===== config.mk =====
export PLATFORM = sky130hd
export DESIGN_NAME = yuyv_to_rgb_converter_top
export DESIGN_NICKNAME = d
export VERILOG_FILES = /design/src/y2rgb_pkg.sv /design/src/yuyv_to_rgb_converter_top.sv
export SDC_FILE = /design/constraint.sdc
export NUM_CORES = 1
export LEC_CHECK = 0
export BUFFER_PORTS_ARGS = -buffer_cell sky130_fd_sc_hd__buf_2
export CORE_ASPECT_RATIO = 0.9
export CORE_MARGIN = 4
export CORE_UTILIZATION = 50
export CTS_CLUSTER_SIZE = 25
export DETAILED_ROUTE_END_ITERATION = 12
export GPL_ROUTABILITY_DRIVEN = 0
export PLACE_DENSITY_LB_ADDON = 0.15
export SYNTH_ARGS = -nofsm -noshare
export SYNTH_HDL_FRONTEND = slang
export SYNTH_SLANG_ARGS = --single-unit

===== constraint.sdc =====
create_clock -name clk -period 19 [get_ports clk]
set_input_delay 4.75 -clock clk [delete_from_list [all_inputs] [get_ports clk]]
set_output_delay 4.75 -clock clk [all_outputs]
set_load 0.02 [all_outputs]

===== src/y2rgb_pkg.sv =====
// y2rgb_pkg: types, constants and helper functions for the yuyv to rgb converter
// no dependencies; imported by yuyv_to_rgb_converter_top and its testbench
package y2rgb_pkg;

    // configuration register widths and indexes
    localparam int LINE_WIDTH_W = 13;
    localparam int MASK_LEVEL_W = 9;
    localparam int CFG_DATA_W   = 13;
    localparam int CFG_INDEX_W  = 1;

    localparam logic [CFG_INDEX_W-1:0] REG_LINE_WIDTH = 1'b0;
    localparam logic [CFG_INDEX_W-1:0] REG_MASK_LEVEL = 1'b1;

    localparam logic [LINE_WIDTH_W-1:0] LINE_WIDTH_RESET = 13'd720;
    localparam logic [MASK_LEVEL_W-1:0] MASK_LEVEL_RESET = 9'd255;

    // default longest line
    localparam int MAX_LINE_DEFAULT = 4096;

    // fixed-point arithmetic: coefficients scaled by 2^16
    localparam int PROD_W = 27;
    localparam int SUM_W  = 28;

    localparam logic signed [PROD_W-1:0] K_Y  = 27'sd76310;
    localparam logic signed [PROD_W-1:0] K_RV = 27'sd104635;
    localparam logic signed [PROD_W-1:0] K_GU = -27'sd25690;
    localparam logic signed [PROD_W-1:0] K_GV = -27'sd53294;
    localparam logic signed [PROD_W-1:0] K_BU = 27'sd132278;

    localparam logic signed [SUM_W-1:0] SUM_TOP    = 28'sh0FFFFFF;
    localparam logic signed [SUM_W-1:0] SUM_BOTTOM = 28'sh000FFFF;

    // offsets applied to the raw bytes
    localparam logic signed [8:0] LUMA_OFFSET   = 9'sd16;
    localparam logic signed [8:0] CHROMA_CENTRE = 9'sd128;

    // input item: one pixel with the chroma bytes of its group
    typedef struct packed {
        logic [7:0] luma_byte;
        logic [7:0] chroma_first;
        logic [7:0] chroma_second;
    } pixel_in_t;

    // result item: one rgb pixel
    typedef struct packed {
        logic [7:0] red;
        logic [7:0] green;
        logic [7:0] blue;
    } rgb_out_t;

    // clamp a scaled sum to an 8-bit component
    function automatic logic [7:0] clamp_sum(input logic signed [SUM_W-1:0] x);
        logic [7:0] c;
        if (x > SUM_TOP)
        begin
            c = 8'hFF;
        end
        else if (x <= SUM_BOTTOM)
        begin
            c = 8'h00;
        end
        else
        begin
            c = x[23:16];
        end
        return c;
    endfunction

endpackage


===== src/yuyv_to_rgb_converter_top.sv =====
// yuyv_to_rgb_converter_top: yuyv pixel stream to 8-bit rgb, bt.601 fixed point
// depends on y2rgb_pkg for item types, coefficients and the clamp function
//
// Usage
//   Input channel in_valid / in_stall / in_item carries one pixel per item: its
//   luma byte and the two chroma bytes of its yuyv group. Output channel
//   out_valid / out_stall / out_item carries one rgb item for every input item,
//   in order. An item moves at a rising edge where valid is high and stall low.
//   Configuration: cfg_write with cfg_index selects line_width (index 0) or
//   mask_level (index 1); write only while the block is idle.
//   Path: an accepted item lands in the input stage (luma offset, chroma
//   latch) and then passes through the constant multiplies, the sums and the
//   clamp into the output register, which drives out_valid and out_item.
//   Throughput is one item per clock while out_stall stays low; each stage
//   holds one item and moves on whenever the stage after it is empty or moving.
//   Reset clears both stages, the chroma phase (load on the first pixel), the
//   column count and line parity, and loads line_width 720 and mask_level 255.
//   When the receiver stalls, the output item holds and the input stage fills
//   up; in_stall rises only once the input stage is full and cannot move.
module yuyv_to_rgb_converter_top
    import y2rgb_pkg::*;
#(
    parameter int MAX_LINE = MAX_LINE_DEFAULT
)
(
    input  logic                   clk,
    input  logic                   rst_n,
    input  logic                   cfg_write,
    input  logic [CFG_INDEX_W-1:0] cfg_index,
    input  logic [CFG_DATA_W-1:0]  cfg_data,
    input  logic                   in_valid,
    output logic                   in_stall,
    input  pixel_in_t              in_item,
    output logic                   out_valid,
    input  logic                   out_stall,
    output rgb_out_t               out_item
);

    localparam int MAX_W = $clog2(MAX_LINE + 1);
    localparam int WW    = (MAX_W > LINE_WIDTH_W) ? MAX_W : LINE_WIDTH_W;
    localparam int CW    = $clog2(MAX_LINE);

    // configuration registers
    logic [LINE_WIDTH_W-1:0] line_width_reg;
    logic [MASK_LEVEL_W-1:0] mask_level_reg;

    // stream state
    logic          chroma_phase_reg, chroma_phase_next;
    logic [CW-1:0] column_count_reg, column_count_next;
    logic          line_odd_reg, line_odd_next;
    logic [7:0]    held_u_reg, held_u_next;
    logic [7:0]    held_v_reg, held_v_next;

    // pipeline registers
    logic                     s1_valid_reg;
    logic signed [8:0]        s1_luma_reg, s1_luma_next;
    logic signed [8:0]        s1_u_reg, s1_u_next;
    logic signed [8:0]        s1_v_reg, s1_v_next;
    logic                     out_valid_reg;
    rgb_out_t                 out_item_reg, out_item_next;

    logic          in_accept;
    logic          s1_ready, out_ready;
    logic [WW-1:0] width_ext, eff_width, column_plus;
    logic          swap_chroma;
    logic [7:0]    load_u, load_v;
    logic signed [8:0] luma_off;
    logic signed [PROD_W-1:0] prod_ly, prod_rv, prod_gu, prod_gv, prod_bu;
    logic signed [SUM_W-1:0] sum_r, sum_g, sum_b;

    // handshake: each stage moves when the next is empty or moving
    assign out_ready = !out_valid_reg || !out_stall;
    assign s1_ready  = !s1_valid_reg || out_ready;
    assign in_stall  = !s1_ready;
    assign in_accept = in_valid && s1_ready;

    // configuration writes
    always_ff @(posedge clk or negedge rst_n)
    begin
        if (!rst_n)
        begin
            line_width_reg <= LINE_WIDTH_RESET;
            mask_level_reg <= MASK_LEVEL_RESET;
        end
        else if (cfg_write)
        begin
            unique case (cfg_index)
                REG_LINE_WIDTH: line_width_reg <= cfg_data[LINE_WIDTH_W-1:0];
                REG_MASK_LEVEL: mask_level_reg <= cfg_data[MASK_LEVEL_W-1:0];
                default: ;
            endcase
        end
    end

    // effective line width, kept within one and the longest line
    always_comb
    begin
        width_ext = WW'(line_width_reg);
        if (width_ext == '0)
        begin
            eff_width = WW'(1);
        end
        else if (width_ext > WW'(MAX_LINE))
        begin
            eff_width = WW'(MAX_LINE);
        end
        else
        begin
            eff_width = width_ext;
        end
    end

    // luma offset with the mask level bumped out of the way
    always_comb
    begin
        luma_off = $signed({1'b0, in_item.luma_byte}) - LUMA_OFFSET;
        if (luma_off == $signed(mask_level_reg))
        begin
            s1_luma_next = luma_off + 9'sd1;
        end
        else
        begin
            s1_luma_next = luma_off;
        end
    end

    // chroma latch on alternate pixels, swapped on odd lines of odd width
    always_comb
    begin
        swap_chroma = eff_width[0] && line_odd_reg;
        load_u      = swap_chroma ? in_item.chroma_second : in_item.chroma_first;
        load_v      = swap_chroma ? in_item.chroma_first : in_item.chroma_second;
        held_u_next = chroma_phase_reg ? load_u : held_u_reg;
        held_v_next = chroma_phase_reg ? load_v : held_v_reg;
        s1_u_next   = $signed({1'b0, held_u_next}) - CHROMA_CENTRE;
        s1_v_next   = $signed({1'b0, held_v_next}) - CHROMA_CENTRE;
        chroma_phase_next = !chroma_phase_reg;
    end

    // column count and line parity
    always_comb
    begin
        column_plus = WW'(column_count_reg) + WW'(1);
        if (column_plus >= eff_width)
        begin
            column_count_next = '0;
            line_odd_next     = !line_odd_reg;
        end
        else
        begin
            column_count_next = column_plus[CW-1:0];
            line_odd_next     = line_odd_reg;
        end
    end

    // stream state advances on every accepted item
    always_ff @(posedge clk or negedge rst_n)
    begin
        if (!rst_n)
        begin
            chroma_phase_reg <= 1'b1;
            column_count_reg <= '0;
            line_odd_reg     <= 1'b0;
            held_u_reg       <= '0;
            held_v_reg       <= '0;
        end
        else if (in_accept)
        begin
            chroma_phase_reg <= chroma_phase_next;
            column_count_reg <= column_count_next;
            line_odd_reg     <= line_odd_next;
            held_u_reg       <= held_u_next;
            held_v_reg       <= held_v_next;
        end
    end

    // input stage
    always_ff @(posedge clk or negedge rst_n)
    begin
        if (!rst_n)
        begin
            s1_valid_reg <= 1'b0;
        end
        else if (s1_ready)
        begin
            s1_valid_reg <= in_valid;
        end
    end

    always_ff @(posedge clk)
    begin
        if (in_accept)
        begin
            s1_luma_reg <= s1_luma_next;
            s1_u_reg    <= s1_u_next;
            s1_v_reg    <= s1_v_next;
        end
    end

    // constant products, sums and clamp
    always_comb
    begin
        prod_ly = PROD_W'(s1_luma_reg) * K_Y;
        prod_rv = PROD_W'(s1_v_reg) * K_RV;
        prod_gu = PROD_W'(s1_u_reg) * K_GU;
        prod_gv = PROD_W'(s1_v_reg) * K_GV;
        prod_bu = PROD_W'(s1_u_reg) * K_BU;
        sum_r = SUM_W'(prod_ly) + SUM_W'(prod_rv);
        sum_g = SUM_W'(prod_ly) + SUM_W'(prod_gu) + SUM_W'(prod_gv);
        sum_b = SUM_W'(prod_ly) + SUM_W'(prod_bu);
        out_item_next.red   = clamp_sum(sum_r);
        out_item_next.green = clamp_sum(sum_g);
        out_item_next.blue  = clamp_sum(sum_b);
    end

    // output register
    always_ff @(posedge clk or negedge rst_n)
    begin
        if (!rst_n)
        begin
            out_valid_reg <= 1'b0;
        end
        else if (out_ready)
        begin
            out_valid_reg <= s1_valid_reg;
        end
    end

    always_ff @(posedge clk)
    begin
        if (out_ready && s1_valid_reg)
        begin
            out_item_reg <= out_item_next;
        end
    end

    assign out_valid = out_valid_reg;
    assign out_item  = out_item_reg;

    // chroma phase leaves the load phase after every accepted pixel
    a_phase_toggle: assert property (@(posedge clk) disable iff (!rst_n)
        in_accept && chroma_phase_reg |=> !chroma_phase_reg)
        else $error("chroma phase did not toggle");

    // line parity only moves with an accepted pixel
    a_line_hold: assert property (@(posedge clk) disable iff (!rst_n)
        !in_accept |=> $stable(line_odd_reg) && $stable(column_count_reg))
        else $error("line position changed without an item");

    // input stalls only with a full input stage
    a_stall_full: assert property (@(posedge clk) disable iff (!rst_n)
        in_stall |-> s1_valid_reg && out_valid_reg)
        else $error("input stalled with room in the pipeline");

    // a blocked input stage keeps its item
    a_s1_hold: assert property (@(posedge clk) disable iff (!rst_n)
        s1_valid_reg && !out_ready |=> s1_valid_reg && $stable(s1_u_reg)
            && $stable(s1_v_reg) && $stable(s1_luma_reg))
        else $error("input stage item lost while blocked");

endmodule


==> run metrics, run 1 <==
Setup TNS=0 ns; setup repair bufs after CTS=0; Crit. End Element=output port; CP Data Required Time=~14 ns; top-count cell post-synth=ha_1; worst min-delay path category=flop to flop; final period utilization=0.528; initial antenna violation count=0; H-tree levels=3; largest net degree at the start of global routing=55; 1st-pass router iterations=5; WP buf/inv=3; Synth top area share=0.280; GR Overflow Total=0; cell count after synthesis=2055; Top delay family on crit path=buffers and inverters; die height=198 um; RSZ-0062 raised after global routing=false; IO Port Bufs=68; iteration-0 DRC count of the detailed router=830; ys async rst share=0.524; P&R area growth vs syn=6.57%; HPWL after DPL=39400 um; Post-CTS Resized=0; minimum clock period=10.03 ns; number of synthesized flops with an enable pin=between 40 and 50; Max Cap Violations=0; die width=219 um; #FFs+latches synth=103; final wirelength=45200 um; crit path max-delay cell type=buf_2; Max-Slew Margin vs Limit=0.259; Final setup viols=0; final net count=2817; Total GRT Usage=0.222; CTS Hold Buffers Added=0; Clock transition at path regs=0.07 ns; full die area=43200 um2; core area=39500 um2; CP cell instances=buf_2 > nand3_1 > inv_1 > buf_2; Layout Skew=0.0250 ns; Avg Vias per Cell=around 5.4; sequential area share after synthesis=0.142; share of cells above drive strength 1=0.0729; Initial Util=0.506; # diodes=0; warnings from Yosys=0; num rows=69; CP max stage delay=0.17 ns; Slew @ Worst Pin=approximately 1.1 ns; Boundary Pins=69; Hold Vio Cnt, Final=0; Post-DRT Antenna Nets=0; CTS sink cnt=~100; Main synth FF type=edfxtp_1; CTS tree=done; status=finished, final reports clean; average routed wire per standard cell=~17 um; Root Buffer=clkbuf_16; CP most frequent cell=buf_2; Synth area leader=ha_1; largest cells by area after synthesis=ha_1, fa_1, edfxtp_1; first-pass GRT wire length=76400 um; Remaining DRCs=0; worst-path maximum fanout=3; post-synth net total=2752; vias in the first global route=14856; Avg Synthesized Cell Area=about 10 um2; clk_lat worst skew=0.40 ns; post-synthesis cell type count=77; Fmax=99.7 MHz; Mapped Area=20000 um2; flop2flop setup slack=around 10 ns; top cells by count, synth=ha_1, inv_1, fa_1; critical path class=primary input to output port; startpoint types=primary input; max-slew violations=0; Max clock buf depth=2; TritonCTS buffer count=9; via count=about 14000; Arrival @ worst endpoint=roughly 5.3 ns; max FFs per register=24
## worst register-to-register path: stages (launching register included)
cell,delay (ns)
edfxtp_1,0.62
inv_1,0.13
fa_1,0.64
inv_1,0.14
ha_1,0.37
fa_1,0.50
fa_1,0.53
inv_1,0.06
fa_1,0.49
inv_1,0.04
ha_1,0.32
nor2b_1,0.14
o21a_1,0.18
o31ai_1,0.41
a211oi_1,0.19
nor3_1,0.33
nor3_1,0.11
a2111oi_0,0.70
a21oi_1,0.18
xnor2_1,0.30
fa_1,0.51
ha_1,0.42
nand2_1,0.10
or4b_2,0.60
a21oi_1,0.17
or3_1,0.28
a31oi_1,0.11
## stage by stage
stage / utilization / setup slack [ns] / hold slack, ns / area (um2) / cells
after floorplan: - / 9.25 / 0.437 / 20000 / 2055
after global placement: 0.530 / 8.97 / 0.451 / 20900 / 2641
after detailed placement: 0.530 / 8.95 / 0.458 / 20900 / 2641
after CTS: 0.539 / 8.95 / 0.471 / 21300 / 2657
after global routing: 0.539 / 8.91 / 0.504 / 21300 / 2657
final: 0.539 / 8.97 / 0.471 / 21300 / 2657
## routing by layer
| layer | wire length (um) | global-route usage |
|---|---|---|
| met1 | 22200 | 0.322 |
| met2 | 19800 | 0.348 |
| met3 | 2460 | 0.0411 |
| met4 | 721 | 0.0477 |
| met5 | 0 | 0 |
## placed cells by master (no fill, tap or decap), drive strengths merged, types with 9 or more instances in the layout
cell type	netlist	layout
a21oi	108	108
nor2	96	96
nand2b	18	18
edfxtp	49	49
nand2	98	98
xnor2	90	90
clkbuf	16	10
nand3	33	33
o21a	24	24
inv	349	350
buf	3	73
nor2b	17	17
or2	15	15
mux2i	22	22
dfstp	13	13
nor3	25	25
xor2	46	46
nand3b	9	9
ha	447	447
a21o	43	43
a31oi	14	14
dfrtp	41	41
a211oi	13	13
and3	18	18
fa	207	207
o211ai	9	9
o21ai	83	83
mux2	24	24
## final cells by class
type | count | area (um2)
Timing Repair Buffer | 73 | 378
Inverter | 349 | 1310
Clock inverter | 6 | 87.6
Clock buffer | 10 | 250
Multi-Input combinational cell | 1584 | 15700
Fill cell | 3633 | 18200
Sequential cell | 103 | 2840
Tap cell | 532 | 666
## cell families after synthesis
kind of cell | after synthesis | share of synthesized area
AOI/OAI and AO/OA | 372 | 0.123
xor gates and xnor gates | 136 | 0.0597
adders and majority gates | 654 | 0.488
buffers and inverters | 368 | 0.0698
DFF | 103 | 0.142
muxes | 46 | 0.0246
and+or+nand+nor | 376 | 0.0926
## path summary, 6_finish.rpt
kind,cells after the start,from,to
worst max-delay path,4,out_stall,in_stall
worst min-delay path,1,line_odd_reg$_DFFE_PN0P_,line_odd_reg$_DFFE_PN0P_
worst max register to register,26,s1_v_reg[0]$_DFFE_PP_,out_item[12]$_SDFFCE_PN1P_
worst min register to register,1,line_odd_reg$_DFFE_PN0P_,line_odd_reg$_DFFE_PN0P_
max in group asynchronous,2,rst_n,line_width_reg[12]$_DFFE_PN0P_
min in group asynchronous,2,rst_n,held_v_reg[5]$_DFFE_PN0P_
Power of run 1 is not shown: default switching activity piles up to over one toggle a cycle in this logic, so the estimate is an artifact.
==> run 2, diff against run 1 <==
==> constraint.sdc (replaced) <==
create_clock -name clk -period 10.2 [get_ports clk]
set_input_delay 2.55 -clock clk [delete_from_list [all_inputs] [get_ports clk]]
set_output_delay 2.55 -clock clk [all_outputs]
set_load 0.02 [all_outputs]
==> run metrics, run 2 (synthesized netlist as in run 1, its figures left out) <==
Core Util, Final=0.538; Avg Vias per Cell=around 5.4; # diodes=0; Boundary Pins=69; clk_lat worst skew=0.39 ns; commonest non-fill, non-tap cell in the layout=ha_1; share of cells above drive strength 1=0.0729; GR Overflow Total=0; minimum clock period=8.73 ns; Setup TNS=0 ns; status=finished, final reports clean; Total GRT Usage=0.222; Post-CTS Resized=0; placed insts=2641; core area=39500 um2; GRT Max-Usage Layer=met2; largest net degree at the start of global routing=55; Layout Skew=0.0109 ns; PnR worst setup slack=1.47 ns; final wirelength=between 40000 and 50000 um; most frequent cells in the layout=ha_1, inv_1, fa_1; RSZ-0062 raised after global routing=false; Post-DRT Antenna Nets=0; vias in the first global route=14729; Arrival @ worst endpoint=between 8 and 9 ns; TritonCTS buffer count=9; Crit. End Element=flop; CTS sink cnt=103; IO Port Bufs=68; num rows=69; full die area=43200 um2; Clock transition at path regs=0.08 ns; global routing usage on met3=0.0448; max FFs per register=24; Hold Crit Depth=1; worst slack at placement=about 1.6 ns; Max clock buf depth=2; Root Buffer=clkbuf_16; CTS tree=done; fin cells=2657; Max-Slew Margin vs Limit=0.287; worst min-delay path category=flop to flop; average routed wire per standard cell=about 17 um; worst-path maximum fanout=8; HPWL after DPL=between 30000 and 40000 um; via count=14387; final net count=2817; startpoint types=flop; critical path class=flop to flop; Slew @ Worst Pin=about 1.1 ns; P&R area growth vs syn=6.45%; iteration-0 DRC count of the detailed router=816; Fmax=115 MHz; Max Cap Violations=0; Final setup viols=0; Initial Util=0.506; initial antenna violation count=0; max-slew violations=0; H-tree levels=3; CP Data Required Time=between 10 and 15 ns; grt met2 use=0.344; CTS Hold Buffers Added=0; final period utilization=0.856; Remaining DRCs=0; cells on worst reg2reg path=26; die height=just under 200 um; first-pass GRT wire length=76800 um; 1st-pass router iterations=4; met1 Use GR=0.326; die width=219 um; setup repair bufs after CTS=0; Hold Vio Cnt, Final=0
[run 2: metrics by stage]
step | hold WS, ns | area, um2
global route | 0.493 | 21200
finish | 0.465 | 21200
CTS | 0.470 | 21200
detailed placement | 0.455 | 20900
floorplan | 0.437 | 20000
global placement | 0.452 | 20900
[run 2: metal layers]
metal / wire length [um] / vias to the layer above
met5: 0 / -
met4: 856 / 0
met3: 2180 / 35
met2: 19800 / 236
met1: 23000 / 6942
li1: - / 7174
[run 2: critical path, stage by stage, from the launching register on]
cell       delay (ns)
edfxtp_1         0.58
inv_1            0.12
fa_1             0.62
inv_1            0.14
ha_1             0.36
fa_1             0.52
fa_1             0.52
inv_1            0.05
fa_1             0.50
inv_1            0.05
ha_1             0.32
nor2b_1          0.15
o21a_1           0.18
o31ai_1          0.38
a211oi_1         0.18
nor3_1           0.31
nor3_1           0.11
a2111oi_0        0.69
a21oi_1          0.18
xnor2_1          0.32
fa_1             0.51
ha_1             0.42
nand2_1          0.10
or4b_2           0.61
a21oi_1          0.17
or3_1            0.27
a31oi_1          0.11
[run 2: path summary, 6_finish.rpt]
check | start | endpoint | slack (ns)
worst max-delay path | s1_v_reg[0]$_DFFE_PP_ | out_item[12]$_SDFFCE_PN1P_ | 1.47
worst min-delay path | line_odd_reg$_DFFE_PN0P_ | line_odd_reg$_DFFE_PN0P_ | 0.46
worst max register to register | s1_v_reg[0]$_DFFE_PP_ | out_item[12]$_SDFFCE_PN1P_ | 1.47
worst min register to register | line_odd_reg$_DFFE_PN0P_ | line_odd_reg$_DFFE_PN0P_ | 0.46
max in group asynchronous | rst_n | column_count_reg[8]$_DFFE_PN0P_ | 7.46
min in group asynchronous | rst_n | held_v_reg[0]$_DFFE_PN0P_ | 2.28
[run 2: final cells by class]
type,instances,area [um2]
tap,532,666
clock inverter,7,88.8
fill,3635,18200
multi-input combinational,1584,15700
inverter,349,1310
clock buffer,9,225
sequential,103,2840
timing repair buffer,73,378
Power of run 2 is left out for the same reason.
